==> config.mk <==
export PLATFORM = sky130hd
export DESIGN_NAME = ordered_list_append_delete
export DESIGN_NICKNAME = d
export VERILOG_FILES = /design/src/hdl/olad_pkg.sv /design/src/hdl/olad_ram.sv /design/src/hdl/olad_dpath.sv /design/src/hdl/olad_ctrl.sv /design/src/hdl/ordered_list_append_delete.sv
export SDC_FILE = /design/constraint.sdc
export NUM_CORES = 1
export LEC_CHECK = 0
export BUFFER_PORTS_ARGS = -buffer_cell sky130_fd_sc_hd__buf_4
export CAP_MARGIN = 20
export CORE_MARGIN = 5
export CORE_UTILIZATION = 52
export CTS_CLUSTER_SIZE = 16
export DETAILED_ROUTE_END_ITERATION = 10
export GPL_ROUTABILITY_DRIVEN = 0
export HOLD_SLACK_MARGIN = 0.1
export PLACE_DENSITY_LB_ADDON = 0.08
export SLEW_MARGIN = 5
export SYNTH_ARGS = -nofsm -noshare
export SYNTH_HDL_FRONTEND = slang
export SYNTH_SLANG_ARGS = --single-unit
==> constraint.sdc <==
create_clock -name clock -period 4.55 [get_ports clock]
set_input_delay 0.2275 -clock clock [delete_from_list [all_inputs] [get_ports clock]]
set_output_delay 0.2275 -clock clock [all_outputs]
set_load 0.05 [all_outputs]
==> src/hdl/olad_pkg.sv <==
package olad_pkg;

   // Field widths of one beat
   localparam int FUNC_W   = 2;
   localparam int VALUE_W  = 32;
   localparam int STATUS_W = 3;

   // Default store depth
   localparam int DEPTH_DEFAULT = 32;

   // Operation codes
   localparam logic [FUNC_W-1:0] FUNC_INSERT = 2'd0;
   localparam logic [FUNC_W-1:0] FUNC_DELETE = 2'd1;
   localparam logic [FUNC_W-1:0] FUNC_SHOW   = 2'd2;
   localparam logic [FUNC_W-1:0] FUNC_CLEAR  = 2'd3;

   // Result status codes
   localparam logic [STATUS_W-1:0] ST_INSERTED  = 3'd0;
   localparam logic [STATUS_W-1:0] ST_REMOVED   = 3'd1;
   localparam logic [STATUS_W-1:0] ST_NOT_FOUND = 3'd2;
   localparam logic [STATUS_W-1:0] ST_EMPTY     = 3'd3;
   localparam logic [STATUS_W-1:0] ST_FULL      = 3'd4;
   localparam logic [STATUS_W-1:0] ST_LISTED    = 3'd5;
   localparam logic [STATUS_W-1:0] ST_CLEARED   = 3'd6;

   // Commands from the controller to the datapath
   typedef struct packed {
      logic                append_we;
      logic                shift_we;
      logic                fill_dec;
      logic                fill_clr;
      logic                idx_clr;
      logic                idx_inc;
      logic                load_value;
      logic                rsp_valid;
      logic [STATUS_W-1:0] rsp_status;
      logic                rsp_item_sel;
      logic                rsp_last;
   } cmd_type;

   // Status from the datapath to the controller
   typedef struct packed {
      logic empty;
      logic full;
      logic idx_end;
      logic idx_last;
      logic match;
   } stat_type;

endpackage

==> src/hdl/olad_ram.sv <==
module olad_ram #(
   parameter int WIDTH = 32,
   parameter int DEPTH = 32,
   localparam int AW = (DEPTH > 1) ? $clog2(DEPTH) : 1
) (
   input  logic             clock,
   input  logic             wr_en,
   input  logic [AW-1:0]    wr_addr,
   input  logic [WIDTH-1:0] wr_data,
   input  logic [AW-1:0]    rd_addr,
   output logic [WIDTH-1:0] rd_data
);

   logic [WIDTH-1:0] mem [DEPTH];

   // Write one word, read one word with registered data
   always_ff @(posedge clock) begin
      if (wr_en) begin
         mem[wr_addr] <= wr_data;
      end
      rd_data <= mem[rd_addr];
   end

endmodule

==> src/hdl/olad_dpath.sv <==
module olad_dpath #(
   parameter int DEPTH = olad_pkg::DEPTH_DEFAULT
) (
   input  logic                                clock,
   input  logic                                reset,
   input  olad_pkg::cmd_type                   cmd,
   output olad_pkg::stat_type                  stat,
   input  logic signed [olad_pkg::VALUE_W-1:0] req_value,
   output logic                                rsp_strobe,
   output logic [olad_pkg::STATUS_W-1:0]       rsp_status,
   output logic signed [olad_pkg::VALUE_W-1:0] rsp_item,
   output logic                                rsp_last
);
   import olad_pkg::*;

   localparam int AW    = (DEPTH > 1) ? $clog2(DEPTH) : 1;
   localparam int CNT_W = $clog2(DEPTH + 1);
   localparam logic [CNT_W-1:0] FULL_CNT = CNT_W'(DEPTH);
   localparam logic [CNT_W-1:0] ONE_CNT  = CNT_W'(1);

   logic [CNT_W-1:0]          fill_ff, fill_in;
   logic [CNT_W-1:0]          idx_ff, idx_in;
   logic [CNT_W-1:0]          idx_prev;
   logic signed [VALUE_W-1:0] value_ff, value_in;
   logic                      strobe_ff, strobe_in;
   logic [STATUS_W-1:0]       status_ff, status_in;
   logic signed [VALUE_W-1:0] item_ff, item_in;
   logic                      last_ff, last_in;

   logic               wr_en;
   logic [AW-1:0]      wr_addr;
   logic [VALUE_W-1:0] wr_data;
   logic [VALUE_W-1:0] rd_data;

   // Entry store
   olad_ram #(
      .WIDTH(VALUE_W),
      .DEPTH(DEPTH)
   ) u_ram (
      .clock  (clock),
      .wr_en  (wr_en),
      .wr_addr(wr_addr),
      .wr_data(wr_data),
      .rd_addr(idx_ff[AW-1:0]),
      .rd_data(rd_data)
   );

   // Select write port: append at tail or move one entry toward head
   assign idx_prev = idx_ff - ONE_CNT;
   assign wr_en    = cmd.append_we | cmd.shift_we;
   assign wr_addr  = cmd.shift_we ? idx_prev[AW-1:0] : fill_ff[AW-1:0];
   assign wr_data  = cmd.shift_we ? rd_data : VALUE_W'(req_value);

   // Report store state to the controller
   always_comb begin
      stat.empty    = (fill_ff == '0);
      stat.full     = (fill_ff == FULL_CNT);
      stat.idx_end  = (idx_ff == fill_ff);
      stat.idx_last = ((idx_ff + ONE_CNT) == fill_ff);
      stat.match    = (rd_data == VALUE_W'(value_ff));
   end

   // Advance fill count, scan index and search value
   always_comb begin
      fill_in = fill_ff;
      if (cmd.fill_clr) begin
         fill_in = '0;
      end else if (cmd.append_we) begin
         fill_in = fill_ff + ONE_CNT;
      end else if (cmd.fill_dec) begin
         fill_in = fill_ff - ONE_CNT;
      end

      idx_in = idx_ff;
      if (cmd.idx_clr) begin
         idx_in = '0;
      end else if (cmd.idx_inc) begin
         idx_in = idx_ff + ONE_CNT;
      end

      value_in = cmd.load_value ? req_value : value_ff;
   end

   // Build the result beat
   always_comb begin
      strobe_in = cmd.rsp_valid;
      status_in = cmd.rsp_status;
      item_in   = cmd.rsp_item_sel ? $signed(rd_data) : '0;
      last_in   = cmd.rsp_last;
   end

   always_ff @(posedge clock) begin
      if (reset) begin
         fill_ff   <= '0;
         idx_ff    <= '0;
         strobe_ff <= 1'b0;
      end else begin
         fill_ff   <= fill_in;
         idx_ff    <= idx_in;
         strobe_ff <= strobe_in;
      end
   end

   always_ff @(posedge clock) begin
      value_ff  <= value_in;
      status_ff <= status_in;
      item_ff   <= item_in;
      last_ff   <= last_in;
   end

   assign rsp_strobe = strobe_ff;
   assign rsp_status = status_ff;
   assign rsp_item   = item_ff;
   assign rsp_last   = last_ff;

endmodule

==> src/hdl/olad_ctrl.sv <==
module olad_ctrl (
   input  logic                          clock,
   input  logic                          reset,
   input  logic                          start,
   output logic                          busy,
   input  logic [olad_pkg::FUNC_W-1:0]   req_func,
   input  olad_pkg::stat_type            stat,
   output olad_pkg::cmd_type             cmd
);
   import olad_pkg::*;

   localparam logic [2:0] S_IDLE     = 3'd0;
   localparam logic [2:0] S_DL_READ  = 3'd1;
   localparam logic [2:0] S_DL_CHECK = 3'd2;
   localparam logic [2:0] S_MV_READ  = 3'd3;
   localparam logic [2:0] S_MV_WRITE = 3'd4;
   localparam logic [2:0] S_SH_READ  = 3'd5;
   localparam logic [2:0] S_SH_EMIT  = 3'd6;

   logic [2:0] state_ff, state_in;

   assign busy = (state_ff != S_IDLE);

   // Sequence each operation
   always_comb begin
      state_in = state_ff;
      cmd      = '0;
      unique case (state_ff)
         S_IDLE: begin
            if (start) begin
               unique case (req_func)
                  FUNC_INSERT: begin
                     cmd.rsp_valid = 1'b1;
                     cmd.rsp_last  = 1'b1;
                     if (stat.full) begin
                        cmd.rsp_status = ST_FULL;
                     end else begin
                        cmd.append_we  = 1'b1;
                        cmd.rsp_status = ST_INSERTED;
                     end
                  end
                  FUNC_DELETE: begin
                     if (stat.empty) begin
                        cmd.rsp_valid  = 1'b1;
                        cmd.rsp_last   = 1'b1;
                        cmd.rsp_status = ST_EMPTY;
                     end else begin
                        cmd.idx_clr    = 1'b1;
                        cmd.load_value = 1'b1;
                        state_in       = S_DL_READ;
                     end
                  end
                  FUNC_SHOW: begin
                     if (stat.empty) begin
                        cmd.rsp_valid  = 1'b1;
                        cmd.rsp_last   = 1'b1;
                        cmd.rsp_status = ST_EMPTY;
                     end else begin
                        cmd.idx_clr = 1'b1;
                        state_in    = S_SH_READ;
                     end
                  end
                  FUNC_CLEAR: begin
                     cmd.fill_clr   = 1'b1;
                     cmd.rsp_valid  = 1'b1;
                     cmd.rsp_last   = 1'b1;
                     cmd.rsp_status = ST_CLEARED;
                  end
                  default: begin
                  end
               endcase
            end
         end
         // Wait for the entry under the scan index
         S_DL_READ: begin
            state_in = S_DL_CHECK;
         end
         // Compare; on a hit start closing the gap
         S_DL_CHECK: begin
            if (stat.match) begin
               cmd.idx_inc = 1'b1;
               state_in    = S_MV_READ;
            end else if (stat.idx_last) begin
               cmd.rsp_valid  = 1'b1;
               cmd.rsp_last   = 1'b1;
               cmd.rsp_status = ST_NOT_FOUND;
               state_in       = S_IDLE;
            end else begin
               cmd.idx_inc = 1'b1;
               state_in    = S_DL_READ;
            end
         end
         // Read the next entry, or finish when past the tail
         S_MV_READ: begin
            if (stat.idx_end) begin
               cmd.fill_dec   = 1'b1;
               cmd.rsp_valid  = 1'b1;
               cmd.rsp_last   = 1'b1;
               cmd.rsp_status = ST_REMOVED;
               state_in       = S_IDLE;
            end else begin
               state_in = S_MV_WRITE;
            end
         end
         // Move the entry one place toward the head
         S_MV_WRITE: begin
            cmd.shift_we = 1'b1;
            cmd.idx_inc  = 1'b1;
            state_in     = S_MV_READ;
         end
         S_SH_READ: begin
            state_in = S_SH_EMIT;
         end
         // Emit one listed entry
         S_SH_EMIT: begin
            cmd.rsp_valid    = 1'b1;
            cmd.rsp_status   = ST_LISTED;
            cmd.rsp_item_sel = 1'b1;
            cmd.rsp_last     = stat.idx_last;
            if (stat.idx_last) begin
               state_in = S_IDLE;
            end else begin
               cmd.idx_inc = 1'b1;
               state_in    = S_SH_READ;
            end
         end
         default: begin
            state_in = S_IDLE;
         end
      endcase
   end

   always_ff @(posedge clock) begin
      if (reset) begin
         state_ff <= S_IDLE;
      end else begin
         state_ff <= state_in;
      end
   end

endmodule

==> src/hdl/ordered_list_append_delete.sv <==
// Bounded ordered store of up to DEPTH signed values, head is the oldest entry.
// A request is taken when start is high and busy is low. Insert and clear, and
// delete or show on an empty store, keep busy low and give their single result
// beat on rsp_* in the cycle after the request. Delete reads and checks each
// entry from the head up to the match or the tail, then reads each later entry
// and writes it one place toward the head. Show gives one beat per entry, head
// to tail, with rsp_last on the final one. The entry RAM has registered read
// data and takes one read and one write per cycle. Every result is shown for
// exactly one cycle under rsp_strobe and must be taken then: the receiver
// cannot stall the block.
module ordered_list_append_delete #(
   parameter int DEPTH = olad_pkg::DEPTH_DEFAULT
) (
   input  logic                                clock,
   input  logic                                reset,
   input  logic                                start,
   output logic                                busy,
   input  logic [olad_pkg::FUNC_W-1:0]         req_func,
   input  logic signed [olad_pkg::VALUE_W-1:0] req_value,
   output logic                                rsp_strobe,
   output logic [olad_pkg::STATUS_W-1:0]       rsp_status,
   output logic signed [olad_pkg::VALUE_W-1:0] rsp_item,
   output logic                                rsp_last
);
   import olad_pkg::*;

   cmd_type  cmd;
   stat_type stat;

   olad_ctrl u_ctrl (
      .clock   (clock),
      .reset   (reset),
      .start   (start),
      .busy    (busy),
      .req_func(req_func),
      .stat    (stat),
      .cmd     (cmd)
   );

   olad_dpath #(
      .DEPTH(DEPTH)
   ) u_dpath (
      .clock     (clock),
      .reset     (reset),
      .cmd       (cmd),
      .stat      (stat),
      .req_value (req_value),
      .rsp_strobe(rsp_strobe),
      .rsp_status(rsp_status),
      .rsp_item  (rsp_item),
      .rsp_last  (rsp_last)
   );

endmodule

==> results by group, run 1 <==
Power and ir drop
  • P_int: 0.0181 W
  • Clock network power share: 38.6%
  • Switching Power: 0.00531 W
  • Comb power frac: 10.1%
  • Sequential share of power: 51.3%
  • Leakage: 15.7 nW
  • Sw Ratio: 22.7%
  • Maximum VDD drop: 0.375 mV
  • Power Density: 466 nW/um^2

Drt
  • Initial detailed-routing violation count: 2118
  • Routed Wire Length: 106000 microns
  • DR WL/cell: 31.7 microns
  • DRC viols: 0
  • TritonRoute pass-1 iters: 5
  • Routed Antenna Nets: 0
  • Vias: 20600
  • Routed vias/inst: 6.13

Cells and area
  • Final nets: 2226
  • Layout area overhead: 14.9%
  • Share of cells above drive strength 1: 30.2%

Timing
  • Slew Limit Fails: 0
  • Fmax: 0.284 GHz
  • Final Hold Vio Count: 0
  • Tmin final: 3.53 ns
  • Clock skew: 0.0256 ns
  • Final WS setup: 1.02 ns
  • Final worst path period share: 77.5%
  • Slew of the pin with the lowest slew margin: 1.13 ns
  • Worst slew margin: 24.3%
  • RSZ-0062 raised after global routing: false
  • Setup TNS: 0 ns
  • Final setup viols: 0

Synthesis
  • Syn. warnings: 0
  • Syn Area/Cell: 22.0 sq um
  • Synth area leaders: edfxtp_1 73%, mux4_2 17%, dfxtp_1 3.9%
  • Cell area after synthesis: 43600 sq um
  • Yosys top cell by area: edfxtp_1
  • Synthesized flop and latch total: 1140
  • Post-synth EDFFs: 1056
  • Syn nets: 2033
  • Unique masters post-synth: 47
  • Async S/R FF share, synth: 0%
  • Synth Flop Type: edfxtp_1
  • Post-synth top area share: 72.7%
  • Mapped Cells: 1983
  • Post-synthesis sequential area ratio: 76.5%

Floorplan
  • Die Footprint: 89800 sq um
  • Rows: 106
  • Chip width: 300 microns
  • Initial Util: 52.3%
  • IO Count: 75
  • Core footprint: 83400 sq um
  • Die height: 300 microns

Setup path
  • Crit Path Class: reg2reg
  • Max Fanout on Critical Path: 18
  • Worst EP arrival: 3.88 ns
  • Worst Setup Start Kind: flop
  • Crit path capture type: flop
  • Worst Path Required: 4.90 ns

Clocking
  • Reg clk slew, reported paths: 0.06 ns
  • CTS tree: done
  • Post-CTS Setup Bufs: 0
  • Sink Count: 1140
  • H-tree depth: 3
  • Clock Path Buffers: 3
  • Cts hold-fix bufs: 36
  • Cts bufs inserted: 115
  • Skew-Pair Late Insertion Delay: 0.68 ns
  • Post-cts sizing count: 0
  • Clk root buf: clkbuf_16

Global routing
  • Met2 Use GR: 37.3%
  • GRT Max-Usage Layer: met2
  • Pin count of the biggest net entering global routing: 125
  • Met3 Resource Use GR: 5.80%
  • Met1 usage: 34.1%
  • Vias in the first global route: 21200
  • GR Util All Layers: 23.6%
  • Global-route wire length before repair: 151000 microns
  • Gr ovfl total: 0
  • Initial antenna violation count: 2

Job
  • Max-cap viol count: 0

Outcome
  • Outcome: finished clean

Placed design
  • # port buffers: 74
  • Final HPWL DP: 56000 microns
  • Dpl ws: 1.08 ns

Min path
  • Hold crit path type: in2reg
[power groups by stage]
stage / logic (W) / clock network [W] / registers, W
2_1_floorplan: 0.00169 / 0 / 0.0121
3_3_place_gp: 0.00231 / 0 / 0.0122
3_5_place_dp: 0.00234 / 0 / 0.0122
4_1_cts: 0.00237 / 0.00921 / 0.0120
5_1_grt: 0.00254 / 0.00966 / 0.0120
6_report: 0.00237 / 0.00903 / 0.0120
[routing by layer]
layer  vias to the layer above  part of all wire, %
met3                       147                  7.9
met4                         0                  2.4
li1                       8594                    -
met5                         -                    0
met1                     11100                   42
met2                       756                   48
[registers in the layout (all words and copies together), names as in the netlist]
register,flops
u_dpath.rsp_strobe,1
u_dpath.fill_ff,6
u_dpath.rsp_item,32
u_dpath.rsp_status,3
u_dpath.value_ff,32
u_dpath.idx_ff,6
u_dpath.u_ram.rd_data,32
u_ctrl.state_ff,3
u_dpath.u_ram.mem,1024
u_dpath.rsp_last,1
[final cells by class]
class,instances,area (sq um)
clock buffer,162,3220
fill,5852,33300
inverter,14,55.1
antenna,1,2.50
timing repair buffer,171,1680
tap,1080,1350
multi-input combinational,734,10000
sequential,1140,33400
clock inverter,54,410
[synthesized netlist by cell type, types with 12 or more instances]
cell type,count
clkbuf_1,39
inv_1,13
edfxtp_1,1056
dfxtp_1,84
mux4_2,320
buf_2,26
ha_1,12
xnor2_1,43
nand4_1,12
nor2_1,50
nand2_1,123
buf_1,17
a21oi_1,21
and2_1,35
mux2_2,32
[logic make-up (layout without fill, tap and decap cells)]
logic type	after synthesis	in the layout	synth area share (%)
xor+xnor	46	46	0.923
flops	1140	1140	76.5
other cells	0	1	0
simple gates	260	260	2.74
buf+inv	109	401	1.15
mux	356	356	17.4
compound gates	59	59	0.860
fa+ha+maj	13	13	0.390
[per-stage QoR]
step	std cells	hold slack (ns)	cell area [sq um]	util (%)	power, W
after global routing	3355	0.259	50100	60.1	0.0242
after global placement	3097	0.418	46000	55.2	0.0145
final	3356	0.288	50100	60.1	0.0234
after detailed placement	3097	0.416	46000	55.2	0.0146
after CTS	3349	0.247	50000	60.0	0.0236
after floorplan	1983	0.326	43600	-	0.0138
[critical path: stages (launching register included)]
cell and delay [ns]:
dfxtp_1 0.46, nor3_1 0.33, and2_1 0.24, nand3_1 0.42, inv_1 0.28, a31oi_2 0.11
buf_4 0.23, nor2_4 0.74, buf_4 0.37
[layout by cell type, fill, tap and decap left out, types with 3 or more instances in the layout]
master	Yosys	routed
buf_8	0	3
o21ai_0	10	10
dfxtp_4	0	3
clkinvlp_4	0	3
mux2i_1	4	4
inv_1	13	13
buf_16	0	3
mux4_2	320	320
buf_4	10	111
clkbuf_8	0	8
dlygate4sd3_1	0	36
nor2_4	0	32
xnor2_1	43	43
nand4_1	12	12
xor2_1	3	3
nor3b_1	5	3
a21o_1	5	5
clkbuf_1	39	35
a211oi_1	3	3
a21oi_1	21	21
clkinv_1	0	26
nor3_1	9	9
and2_1	35	35
nor2_1	50	18
ha_1	12	12
a21boi_0	3	3
mux2_2	32	32
clkinv_2	0	17
nand3_1	9	9
edfxtp_1	1056	1056
dfxtp_1	84	80
bufinv_16	0	5
or3_1	5	5
nor4_1	3	3
buf_12	0	18
clkbuf_16	0	119
nand2_1	123	123
nand3b_1	3	3
[final timing paths]
check / cells past startpoint / to / slack, ns / from
hold reg to reg: 2 / u_dpath.idx_ff[5]$_SDFFE_PP0P_ / 0.49 / u_dpath.idx_ff[5]$_SDFFE_PP0P_
setup reg to reg: 8 / u_dpath.u_ram.mem[7][12]$_DFFE_PP_ / 1.02 / u_ctrl.state_ff[0]$_SDFFE_PP0P_
hold / removal: 2 / u_dpath.value_ff[11]$_DFFE_PP_ / 0.29 / req_value[11]
setup / recovery: 8 / u_dpath.u_ram.mem[7][12]$_DFFE_PP_ / 1.02 / u_ctrl.state_ff[0]$_SDFFE_PP0P_
Note: power is estimated with default switching activity, not from simulation.
==> run 2: changes to the inputs <==
clock period = 3.45 ns   (was 4.55 ns; I/O delays follow)
==> run 2 against run 1 <==
Against the previous run:
- combinational power rose by 41%
- global-route usage fell by 1.2 points
- critical path type unchanged
- clock skew fell by 0.010 ns
- utilization rose by 0.82 points
==> results by group, run 2 (synthesis gave the netlist of run 1 again) <==
Outcome
  • Outcome: finished clean

Setup path
  • Critical R2R Capture: u_dpath.fill_ff[5]$_SDFFE_PP0P_
  • Crit path capture type: flop
  • Reg2Reg Setup Slack: 0.37 ns
  • Worst Path Required: 4.03 ns
  • CP startpoint: u_ctrl.state_ff[2]$_SDFFE_PP0P_
  • Max Fanout on Critical Path: 11
  • Reg2reg path depth: 11
  • Worst EP arrival: 3.66 ns
  • Worst Setup Start Kind: flop
  • Critical Path End: u_dpath.fill_ff[5]$_SDFFE_PP0P_
  • Crit Path Class: reg2reg
  • Reg2Reg Launch Point: u_ctrl.state_ff[2]$_SDFFE_PP0P_

Global routing
  • Pin count of the biggest net entering global routing: 145
  • Initial antenna violation count: 4
  • GR Util All Layers: 22.5%
  • Vias in the first global route: 21200
  • Global-route wire length before repair: 147000 microns
  • Gr ovfl total: 0

Timing
  • Slew Limit Fails: 0
  • Fmax: 0.325 GHz
  • Final WS setup: 0.371 ns
  • WHS: 0.232 ns
  • Slew of the pin with the lowest slew margin: 1.09 ns
  • RSZ-0062 raised after global routing: false
  • Tmin final: 3.08 ns
  • Final setup viols: 0
  • Final Hold Vio Count: 0
  • Worst slew margin: 27.3%
  • Clock skew: 0.0157 ns
  • Final worst path period share: 89.2%

Power and ir drop
  • P_int: 0.0246 W
  • Total power: 0.0318 W
  • Leakage: 16.1 nW
  • Power Density: 625 nW/um^2
  • Sw Ratio: 22.6%
  • Comb power frac: 10.5%
  • Maximum VDD drop: 0.490 mV
  • Sequential share of power: 49.5%
  • Switching Power: 0.00719 W
  • Clock network power share: 39.9%

Job
  • Max-cap viol count: 0

Cells and area
  • Layout area overhead: 16.5%
  • ANT cells: 0
  • Largest Register: u_dpath.u_ram.mem
  • Share of cells above drive strength 1: 32.6%
  • Final Util: 60.9%
  • Commonest non-fill, non-tap cell in the layout: edfxtp_1
  • Most frequent cells in the layout: 1056 x edfxtp_1, 320 x mux4_2, 163 x buf_4, 123 x nand2_1, 118 x clkbuf_16
  • Final nets: 2278
  • Finished Layout Cells: 3409
  • Max reg flops: 1024

Drt
  • Routed Antenna Nets: 0
  • DR WL/cell: 29.5 microns
  • Routed Wire Length: 100000 microns
  • Vias: 20800
  • Initial detailed-routing violation count: 2040
  • DRC viols: 0
  • Routed vias/inst: 6.10
  • TritonRoute pass-1 iters: 5

Floorplan
  • Initial Util: 52.3%
  • Rows: 106
  • Die height: 300 microns
  • Die Footprint: 89800 sq um
  • IO Count: 75
  • Chip width: 300 microns
  • Core footprint: 83400 sq um

Clocking
  • Reg clk slew, reported paths: 0.06 ns
  • Sink Count: 1140
  • H-tree depth: 3
  • Cts bufs inserted: 115
  • Clock Path Buffers: 3
  • CTS tree: done
  • Post-CTS Setup Bufs: 0
  • Skew-Pair Late Insertion Delay: 0.66 ns
  • Clk root buf: clkbuf_16
  • Post-cts sizing count: 0

Min path
  • WHS Path Cells: 2
  • Hold crit path type: in2reg

Placed design
  • Final HPWL DP: 58800 microns
  • Placed cell count: 3154
  • # port buffers: 74
  • Dpl ws: 0.393 ns
==> run 2: cell types whose count changed in the layout (fill, tap and decap cells not counted), moves of 2 or more <==
cell        delta
buf_4         +52
clkbuf_1      -23
bufinv_16     +11
clkinvlp_4     +9
buf_12         +5
buf_16         -3
buf_8          -3
clkbuf_8       -3
clkinv_1       +3
clkinv_2       +2
clkinv_4       +2
==> run 2: stage by stage <==
stage	TNS, ns	cell area, sq um
5_1_grt	0	50800
3_3_place_gp	0	46500
6_report	0	50800
2_1_floorplan	-311.21	43700
4_1_cts	0	50800
3_5_place_dp	0	46500
==> run 2: critical path, stage by stage, from the launching register on <==
cell,delay [ns]
dfxtp_1,0.41
nor3_1,0.35
and2_1,0.25
nand3_1,0.22
buf_4,0.25
ha_1,0.33
a21oi_1,0.19
a21boi_0,0.16
o21ai_0,0.24
nor3b_1,0.29
nor3_1,0.09
nor3_1,0.20
==> run 2: metal layers <==
metal | routed length [microns] | GRT usage [%] | vias up
li1 | - | - | 8715
met1 | 42600 | 33.3 | 11100
met2 | 47900 | 35.4 | 789
met3 | 7290 | 4.14 | 153
met4 | 2640 | 5.73 | 0
met5 | 0 | 0 | -
==> run 2: how the worst min path moves through the flow <==
stage / to / from / slack, ns
floorplan: u_dpath.value_ff[0]$_DFFE_PP_ / req_value[0] / 0.27
CTS: u_dpath.value_ff[16]$_DFFE_PP_ / req_value[16] / 0.19
detailed placement: u_dpath.value_ff[15]$_DFFE_PP_ / req_value[15] / 0.37
global route: u_dpath.value_ff[15]$_DFFE_PP_ / req_value[15] / 0.19
finish: u_dpath.value_ff[15]$_DFFE_PP_ / req_value[15] / 0.23
global placement: u_dpath.value_ff[2]$_DFFE_PP_ / req_value[2] / 0.36
==> run 2: cell type report <==
type,count,area [sq um]
Sequential cell,1140,33400
Fill cell,5727,32600
Multi-Input combinational cell,734,10000
Clock buffer,135,3070
Timing Repair Buffer,223,2060
Tap cell,1080,1350
Clock inverter,83,875
Inverter,14,55.1
==> run 2: repair_timing <==
action	CTS	global route
hold buffers	36	0
endpoints found under the setup margin	0	0
endpoints found under the hold margin	56	0
==> run 2: power by group through the flow <==
stage | clock network, W | registers, W | logic (W)
2_1_floorplan | 0 | 0.0160 | 0.00222
3_3_place_gp | 0 | 0.0160 | 0.00330
3_5_place_dp | 0 | 0.0160 | 0.00334
4_1_cts | 0.0129 | 0.0157 | 0.00339
5_1_grt | 0.0135 | 0.0158 | 0.00358
6_report | 0.0127 | 0.0157 | 0.00334
